--- src/sv/psp_pkg.sv ---
`timescale 1ns / 1ps
// shared types, constants and helpers of the pedal sensor plausibility block
// no dependencies
package psp_pkg;

    localparam int SAMPLE_BITS   = 12;
    localparam int PCT_BITS      = 7;
    localparam int TOL_BITS      = 7;
    localparam int NUM_BITS      = SAMPLE_BITS + PCT_BITS;
    localparam int N_PEDAL       = 3;
    localparam int CH_BITS       = 2;
    localparam int STEP_BITS     = 3;
    localparam int CFG_IDX_BITS  = 3;
    localparam int FULL_SCALE    = 100;
    localparam int THROTTLE_TRIP = 5;
    localparam int BRAKE_TRIP    = 25;

    localparam int ACCEL1_MIN_RST = 496;
    localparam int ACCEL1_MAX_RST = 1365;
    localparam int ACCEL2_MIN_RST = 992;
    localparam int ACCEL2_MAX_RST = 2916;
    localparam int BRAKE_MIN_RST  = 2500;
    localparam int BRAKE_MAX_RST  = 3536;
    localparam int TOL_RST        = 10;

    // pedal channel slots
    localparam int CH_ACCEL1 = 0;
    localparam int CH_ACCEL2 = 1;
    localparam int CH_BRAKE  = 2;

    typedef logic [SAMPLE_BITS-1:0] t_sample;
    typedef logic [PCT_BITS-1:0]    t_pct;
    typedef logic [TOL_BITS-1:0]    t_tol;
    typedef logic [NUM_BITS-1:0]    t_num;

    typedef struct packed {
        t_sample accel1_sample;
        t_sample accel2_sample;
        t_sample brake_sample;
        t_sample circuit_sample;
    } t_in_word;

    typedef struct packed {
        t_pct    accel1_percent;
        t_pct    accel2_percent;
        t_pct    brake_percent;
        t_sample circuit_level;
        logic    accel_agree;
        logic    brake_accel_ok;
    } t_out_word;

    typedef enum logic [CFG_IDX_BITS-1:0] {
        CFG_ACCEL1_MIN,
        CFG_ACCEL1_MAX,
        CFG_ACCEL2_MIN,
        CFG_ACCEL2_MAX,
        CFG_BRAKE_MIN,
        CFG_BRAKE_MAX,
        CFG_TOLERANCE
    } t_cfg_idx;

    typedef enum logic [1:0] {
        ST_IDLE,
        ST_CLAMP,
        ST_DIV,
        ST_FINISH
    } t_state;

    // floor((old + new) / 2) without losing the carry
    function automatic t_sample fold(t_sample old_lvl, t_sample smp);
        logic [SAMPLE_BITS:0] sum;
        sum = {1'b0, old_lvl} + {1'b0, smp};
        return sum[SAMPLE_BITS:1];
    endfunction

endpackage

--- src/sv/pedal_sensor_plausibility.sv ---
`timescale 1ns / 1ps
// top level of the pedal sensor plausibility block: sequencer, shared divider, config
// depends on psp_pkg
//
// Each accepted word carries one filtered sample for both accelerator sensors, the
// brake sensor and the shutdown-circuit sense. The samples are averaged into running
// levels, the three pedal levels are clamped to their configured range and kept, and
// each is scaled to 0..100 percent (truncated) by one restoring divider that the
// sequencer shares between the pedals, one quotient bit per cycle. After the accept
// edge, each pedal takes one clamp/scale step and then its divider steps, and a final
// step builds the result; the block takes no new word before that step is done. A
// pedal whose min is at or above its max skips the divider (percent 0 when equal,
// 100 when above). The result sits in an output register; the block keeps accepting
// while it waits there, and only the final cycle of the next word holds until that
// register is free.
// Configuration writes are taken at any time on the plain write port and are meant
// to be made while the block is idle; an index beyond the tolerance register is
// ignored.
module pedal_sensor_plausibility
    import psp_pkg::*;
(
    input  logic                    i_clk,
    input  logic                    i_rst_n,
    // sample words
    input  logic                    i_in_valid,
    input  t_in_word                i_in_word,
    output logic                    o_in_stall,
    // result words
    output logic                    o_out_valid,
    output t_out_word               o_out_word,
    input  logic                    i_out_stall,
    // configuration writes
    input  logic                    i_cfg_we,
    input  logic [CFG_IDX_BITS-1:0] i_cfg_idx,
    input  logic [SAMPLE_BITS-1:0]  i_cfg_data
);

    // configuration registers, pedal ranges indexed by channel slot
    t_sample r_cfg_min [N_PEDAL];
    t_sample r_cfg_max [N_PEDAL];
    t_tol    r_tol;

    // running state
    t_sample r_lvl [N_PEDAL], n_lvl [N_PEDAL];
    t_sample r_circ, n_circ;
    logic    r_latch, n_latch;

    // sequencer
    t_state               r_state, n_state;
    logic [CH_BITS-1:0]   r_ch, n_ch;
    logic [STEP_BITS-1:0] r_step, n_step;

    // shared divider: remainder, shifted divisor, quotient so far
    t_num r_rem, n_rem;
    t_num r_den, n_den;
    t_pct r_quo, n_quo;
    t_pct r_pct [N_PEDAL], n_pct [N_PEDAL];

    // output register
    logic      r_out_valid, n_out_valid;
    t_out_word r_out_word, n_out_word;

    logic in_acc;
    logic out_free;

    // clamp and scale of the current pedal
    t_sample cur_lo, cur_hi, cur_lvl;
    t_sample lo_clamped, clamped, span, offset;
    t_num    scaled;
    logic    last_ch;

    // divider step
    logic    fits;
    t_num    trial;

    // result assembly
    t_pct    pct_diff;
    logic    agree;
    logic    latch_next;

    assign o_in_stall  = (r_state != ST_IDLE);
    assign in_acc      = i_in_valid && !o_in_stall;
    assign out_free    = !r_out_valid || !i_out_stall;
    assign o_out_valid = r_out_valid;
    assign o_out_word  = r_out_word;

    // lower clamp first, then upper, so a reversed range lands on max
    assign cur_lo     = r_cfg_min[r_ch];
    assign cur_hi     = r_cfg_max[r_ch];
    assign cur_lvl    = r_lvl[r_ch];
    assign lo_clamped = (cur_lvl < cur_lo) ? cur_lo : cur_lvl;
    assign clamped    = (lo_clamped > cur_hi) ? cur_hi : lo_clamped;
    assign span       = cur_hi - cur_lo;
    assign offset     = clamped - cur_lo;
    // offset * 100 as 64 + 32 + 4
    assign scaled     = (NUM_BITS'(offset) << 6) + (NUM_BITS'(offset) << 5)
                      + (NUM_BITS'(offset) << 2);
    assign last_ch    = (r_ch == CH_BITS'(N_PEDAL - 1));

    // one restoring step per cycle
    assign fits  = (r_rem >= r_den);
    assign trial = r_rem - r_den;

    // agreement and brake-plus-throttle latch on the finished percentages
    assign pct_diff = (r_pct[CH_ACCEL1] > r_pct[CH_ACCEL2])
                    ? (r_pct[CH_ACCEL1] - r_pct[CH_ACCEL2])
                    : (r_pct[CH_ACCEL2] - r_pct[CH_ACCEL1]);
    assign agree    = (pct_diff <= r_tol);

    always_comb begin
        priority if ((r_pct[CH_ACCEL1] > PCT_BITS'(THROTTLE_TRIP))
                     && (r_pct[CH_BRAKE] > PCT_BITS'(BRAKE_TRIP))) begin
            latch_next = 1'b0;
        end else if (r_pct[CH_BRAKE] == '0) begin
            latch_next = 1'b1;
        end else begin
            latch_next = r_latch;
        end
    end

    // next state and datapath
    always_comb begin
        n_state     = r_state;
        n_ch        = r_ch;
        n_step      = r_step;
        n_rem       = r_rem;
        n_den       = r_den;
        n_quo       = r_quo;
        n_pct       = r_pct;
        n_lvl       = r_lvl;
        n_circ      = r_circ;
        n_latch     = r_latch;
        n_out_word  = r_out_word;
        n_out_valid = r_out_valid && i_out_stall;

        unique case (r_state)
            ST_IDLE: begin
                if (in_acc) begin
                    n_lvl[CH_ACCEL1] = fold(r_lvl[CH_ACCEL1], i_in_word.accel1_sample);
                    n_lvl[CH_ACCEL2] = fold(r_lvl[CH_ACCEL2], i_in_word.accel2_sample);
                    n_lvl[CH_BRAKE]  = fold(r_lvl[CH_BRAKE], i_in_word.brake_sample);
                    n_circ           = fold(r_circ, i_in_word.circuit_sample);
                    n_ch             = CH_BITS'(CH_ACCEL1);
                    n_state          = ST_CLAMP;
                end
            end
            ST_CLAMP: begin
                n_lvl[r_ch] = clamped;
                if (cur_lo >= cur_hi) begin
                    // empty or reversed range: no division
                    n_pct[r_ch] = (cur_lo == cur_hi) ? '0 : PCT_BITS'(FULL_SCALE);
                    if (last_ch) begin
                        n_state = ST_FINISH;
                    end else begin
                        n_ch = r_ch + 1'b1;
                    end
                end else begin
                    n_rem   = scaled;
                    n_den   = NUM_BITS'(span) << (PCT_BITS - 1);
                    n_quo   = '0;
                    n_step  = STEP_BITS'(PCT_BITS - 1);
                    n_state = ST_DIV;
                end
            end
            ST_DIV: begin
                n_quo = {r_quo[PCT_BITS-2:0], fits};
                n_rem = fits ? trial : r_rem;
                n_den = r_den >> 1;
                if (r_step == '0) begin
                    n_pct[r_ch] = {r_quo[PCT_BITS-2:0], fits};
                    if (last_ch) begin
                        n_state = ST_FINISH;
                    end else begin
                        n_ch    = r_ch + 1'b1;
                        n_state = ST_CLAMP;
                    end
                end else begin
                    n_step = r_step - 1'b1;
                end
            end
            ST_FINISH: begin
                if (out_free) begin
                    n_latch                   = latch_next;
                    n_out_word.accel1_percent = r_pct[CH_ACCEL1];
                    n_out_word.accel2_percent = r_pct[CH_ACCEL2];
                    n_out_word.brake_percent  = r_pct[CH_BRAKE];
                    n_out_word.circuit_level  = r_circ;
                    n_out_word.accel_agree    = agree;
                    n_out_word.brake_accel_ok = latch_next;
                    n_out_valid               = 1'b1;
                    n_state                   = ST_IDLE;
                end
            end
            default: begin
                n_state = ST_IDLE;
            end
        endcase
    end

    // control, running state and configuration
    always_ff @(posedge i_clk) begin
        if (!i_rst_n) begin
            r_state     <= ST_IDLE;
            r_ch        <= '0;
            r_out_valid <= 1'b0;
            r_lvl       <= '{default: '0};
            r_circ      <= '0;
            r_latch     <= 1'b1;
            r_cfg_min[CH_ACCEL1] <= SAMPLE_BITS'(ACCEL1_MIN_RST);
            r_cfg_max[CH_ACCEL1] <= SAMPLE_BITS'(ACCEL1_MAX_RST);
            r_cfg_min[CH_ACCEL2] <= SAMPLE_BITS'(ACCEL2_MIN_RST);
            r_cfg_max[CH_ACCEL2] <= SAMPLE_BITS'(ACCEL2_MAX_RST);
            r_cfg_min[CH_BRAKE]  <= SAMPLE_BITS'(BRAKE_MIN_RST);
            r_cfg_max[CH_BRAKE]  <= SAMPLE_BITS'(BRAKE_MAX_RST);
            r_tol                <= TOL_BITS'(TOL_RST);
        end else begin
            r_state     <= n_state;
            r_ch        <= n_ch;
            r_out_valid <= n_out_valid;
            r_lvl       <= n_lvl;
            r_circ      <= n_circ;
            r_latch     <= n_latch;
            if (i_cfg_we) begin
                unique case (t_cfg_idx'(i_cfg_idx))
                    CFG_ACCEL1_MIN: r_cfg_min[CH_ACCEL1] <= i_cfg_data;
                    CFG_ACCEL1_MAX: r_cfg_max[CH_ACCEL1] <= i_cfg_data;
                    CFG_ACCEL2_MIN: r_cfg_min[CH_ACCEL2] <= i_cfg_data;
                    CFG_ACCEL2_MAX: r_cfg_max[CH_ACCEL2] <= i_cfg_data;
                    CFG_BRAKE_MIN:  r_cfg_min[CH_BRAKE]  <= i_cfg_data;
                    CFG_BRAKE_MAX:  r_cfg_max[CH_BRAKE]  <= i_cfg_data;
                    CFG_TOLERANCE:  r_tol <= i_cfg_data[TOL_BITS-1:0];
                    default: begin
                    end
                endcase
            end
        end
    end

    // divider and result payload, no reset needed
    always_ff @(posedge i_clk) begin
        r_step     <= n_step;
        r_rem      <= n_rem;
        r_den      <= n_den;
        r_quo      <= n_quo;
        r_pct      <= n_pct;
        r_out_word <= n_out_word;
    end

endmodule

--- config.mk ---
export PLATFORM = sky130hd
export DESIGN_NAME = pedal_sensor_plausibility
export DESIGN_NICKNAME = d
export VERILOG_FILES = /design/src/sv/psp_pkg.sv /design/src/sv/pedal_sensor_plausibility.sv
export SDC_FILE = /design/constraint.sdc
export NUM_CORES = 1
export LEC_CHECK = 0
export BUFFER_PORTS_ARGS = -buffer_cell sky130_fd_sc_hd__buf_4
export CORE_ASPECT_RATIO = 1.2
export CORE_UTILIZATION = 45
export CTS_BUF_LIST = sky130_fd_sc_hd__clkbuf_2 sky130_fd_sc_hd__clkbuf_4 sky130_fd_sc_hd__clkbuf_8
export DETAILED_ROUTE_END_ITERATION = 16
export PLACE_DENSITY = 0.7
export SYNTH_ARGS = -nofsm -noshare
export SYNTH_HDL_FRONTEND = slang
export SYNTH_SLANG_ARGS = --single-unit
--- constraint.sdc ---
create_clock -name i_clk -period 10.6 [get_ports i_clk]
set_clock_uncertainty 0.2 [all_clocks]
set_input_delay 1.06 -clock i_clk [delete_from_list [all_inputs] [get_ports i_clk]]
set_output_delay 1.06 -clock i_clk [all_outputs]
set_load 0.005 [all_outputs]
==> results <==
- The run finished with clean final reports.
- At the worst endpoint, the required time is 10.70 ns.
- The hold path startpoint is r_pct[5].
- Across the run, the number of max-cap violations was 0.
- The library cell used most frequently in the layout, excluding fill and tap cells, is edfxtp_1.
- Data arrives at the worst endpoint at 9.99 ns.
- The clock period minus final worst setup slack is 9.89 ns.
- The transition at the pin with the smallest max-transition slack is between 1 and 1.5 ns.
- The total count of max-transition violations in the final report is 0.
- After layout, the worst path uses 93.3% of the clock period.
- The endpoint kind of the worst setup timing path is a flip-flop.
- The final layout contains routed wiring with a total length of 41800 um.
- The detailed router finished its first iteration with ~900 violations.
- The layout overhead on the synthesized area is 12.8%.
- The number of DRC violations after detailed routing is 0.
- Summed over all nets, the half-perimeter wirelength after detailed placement is approximately 32000 um.
- The final global-route overflow total is 0.
- The global-route wire length before repair is approximately 65000 um.
- Summing the sequential cell areas from Yosys gives between 40% and 50% of the chip area.
- The final count of negative-setup-slack endpoints is 0.
- The fill cell total of the finished layout is 3180.
- Buffers inserted to repair hold after CTS numbered 0.
- In this run the worst path has a maximum fanout of 21.
- The total of flip-flops plus latches after synthesis is 237.
- Clock tree synthesis inserted a total of 39 buffers.
- Counting distinct cell types in the post-synthesis netlist gives 75.
- In the routed layout, each cell is associated on average with a via count of 5.68.
- The number of gates resized after cts is 0.
- The H-tree generated during clock tree synthesis spans 2 levels.
- After Yosys synthesis, XOR and XNOR cells account for between 4 and 5% of the synthesized area.
- The worst register-to-register path has a depth of 36.
- For the final routed database, the setup TNS stands at 0 ns.
- The region available for standard cell placement spans 0.0350 sq mm.
- The fraction of final layout cells sized beyond drive strength 1 is 12.7%.
- The antenna diode count is 0.
- The number of antenna violations at the first check in global routing came to 0.
- The kind of critical path is reg2reg.
- Counting flops with an async set or reset pin after synthesis yields a share of 0%.
- The cell count after synthesis is about 1700.
- The via total after detailed routing is 12900.
- The fraction of the mapped netlist area in adder cells is 14.1%.
- TritonCTS built the clock tree.
- The buffer levels on the longest clock path is 3.
- The path class of the tightest hold or removal check is reg2reg.
- The via count of the first global-routing pass is about 12000.
- The die is 209 um tall.
- The clock tree root buffer cell is clkbuf_8.
- The mean area per synthesized cell is approximately 9.6 sq um.
- The floorplan step set the die width to 174 um.
- The starting density of the core is between 40% and 50%.
- The dominant combinational cell family by area after synthesis is compound AO/OA/AOI/OAI gates.
- In this run the cell area of the synthesized design comes to 0.0160 sq mm.
- The clock reaches the later pin of the worst-skew pair after around 0.57 ns.
- Yosys mapped a number of flops with a built-in enable equal to 174.
- For this run, the number of Yosys warnings is 0.
- After detailed routing, the average wire length per cell comes to 18.4 um.
- The critical-path cell with the highest stage delay is nor2b_1.
- Routability-driven placement finished with a final weighted congestion of 0.908.
- In this run the tool buffered the top-level ports with 104 buffer cells.
- Synthesis produced a netlist with a net count of 1905.
- The count of cells along the worst hold path is 0.
- The startpoint identified for the worst register-to-register timing path is r_ch[0].
- In the synthesized netlist the dominant register cell turns out to be edfxtp_1.
- The first TritonRoute pass finished after 6 iterations.
- The final hold violation count is 0.
- The clock drives 237 sinks.
- The pin count of the biggest net entering global routing is just under 70.
- Setup slack on the worst reg-to-reg path comes out at 0.71 ns.
- The peak clock frequency supported by timing is 101 MHz.
- In the final design database the tool counted 2016 nets.
- The synthesized netlist devotes 18.7% of its cell area to compound gates.
- The library cells used most frequently in the layout, excluding fill and tap cells, are edfxtp_1 (174), ha_1 (157), nor2_1 (133).
- Measured against the total synthesized area, the mux share comes to roughly 3.2%.
- Setup repair after global routing left no endpoint under its margin.
- The total setup buffers inserted after CTS is 0.
- The count of nets left with antenna violations once routing finished came out at 0.
- The worst pin sits at a relative slew slack of 19.4%.
- The global router's overall resource usage is 22.7%.
- For hold timing, the worst endpoint is o_out_word[19].
- The total number of placement rows is 75.
- STA classifies the critical path startpoint as a flip-flop.
- The clock-pin slew of the registers on the worst-case setup and hold paths is roughly 0.070 ns.
- In this design, the stage delay of the slowest critical-path cell is ~0.71 ns.
- Summing the areas of all and, or, nand and nor instances in the mapped netlist gives between 10% and 20% of the synthesized area.
- The die covers 0.0364 sq mm.
- The capture instance of the worst register-to-register path is r_rem[17].
- During I/O placement, the number of pins put on the boundary was 105.
## per-stage QoR
stage          instances  instance area (sq um)  utilization, %  hold WS, ns  worst slack (ns)
2_1_floorplan       1665                  16000               -        0.226              1.89
6_report            2265                  18100            51.7        0.258             0.714
3_3_place_gp        2197                  17300            49.5        0.243              1.09
4_1_cts             2265                  18100            51.7        0.258             0.760
3_5_place_dp        2197                  17300            49.5        0.238             0.849
5_1_grt             2265                  18100            51.7        0.266            0.0591
## state kept, by name (all words and copies together), names as in the netlist, 12 cells and up, named ones only
register    cells
r_cfg_max      36
r_lvl          36
r_rem          19
r_circ         12
r_den          18
r_cfg_min      36
o_out_word     35
r_pct          21
## worst max-delay path: cells and delay by family, from the launching register on
kind,cells,cell delay (ns)
xor+xnor,1,0.47
mux,1,0.36
buf+inv,1,0.41
fa+ha+maj,6,1.86
flops,1,0.60
simple gates,11,2.05
compound gates,16,3.65
## synth_stat cells, types with 33 or more instances
cell type	number	share of area, %
a21oi_1	125	3.9
nor2_1	133	3.1
nand3_1	39	1.2
clkbuf_1	39	0.91
edfxtp_1	174	33
xnor2_1	45	2.5
nor3_1	43	1.3
ha_1	158	12
a21o_1	43	2.0
or3_1	33	1.3
nand2_1	126	2.9
mux2i_1	41	2.6
inv_1	117	2.7
o21ai_0	112	3.5
and2_1	37	1.4
dfxtp_1	63	7.9
## cell families after synthesis
family,after synthesis
fa+ha+maj,172
flops,237
simple gates,508
mux,50
compound gates,451
xor+xnor,75
buf+inv,172
## how the worst max path moves through the flow
| stage | startpoint | endpoint | slack, ns | cells after the start |
|---|---|---|---|---|
| 6_report | r_ch[0] | r_rem[17] | 0.71 | 36 |
| 5_1_grt | r_ch[0] | r_rem[17] | 0.06 | 38 |
| 4_1_cts | r_ch[0] | r_rem[17] | 0.76 | 38 |
| 3_5_place_dp | r_ch[0] | r_rem[17] | 0.85 | 35 |
| 3_3_place_gp | flip-flop | r_rem[17] | 1.09 | 38 |
| 2_1_floorplan | r_ch[1] | r_rem[17] | 1.89 | 40 |
## per-layer routing
layer | global-route usage [%] | up-vias | wire (um)
met5 | 0 | - | 0
met4 | 9.56 | 0 | 1450
met3 | 2.97 | 84 | 2110
met2 | 38.3 | 359 | 20100
met1 | 29.2 | 6113 | 18100
li1 | - | 6313 | -
## layout make-up
type	instances	area, sq um	share of cell area (%)
multi-input combinational	1256	8900	49.2
sequential	237	6490	35.9
timing repair buffer	123	923	5.11
clock buffer	54	674	3.73
tap	462	578	3.20
inverter	119	447	2.47
clock inverter	14	68.8	0.381
Power is not shown: default switching activity piles up to over one toggle a cycle in this logic, so the estimate is an artifact.
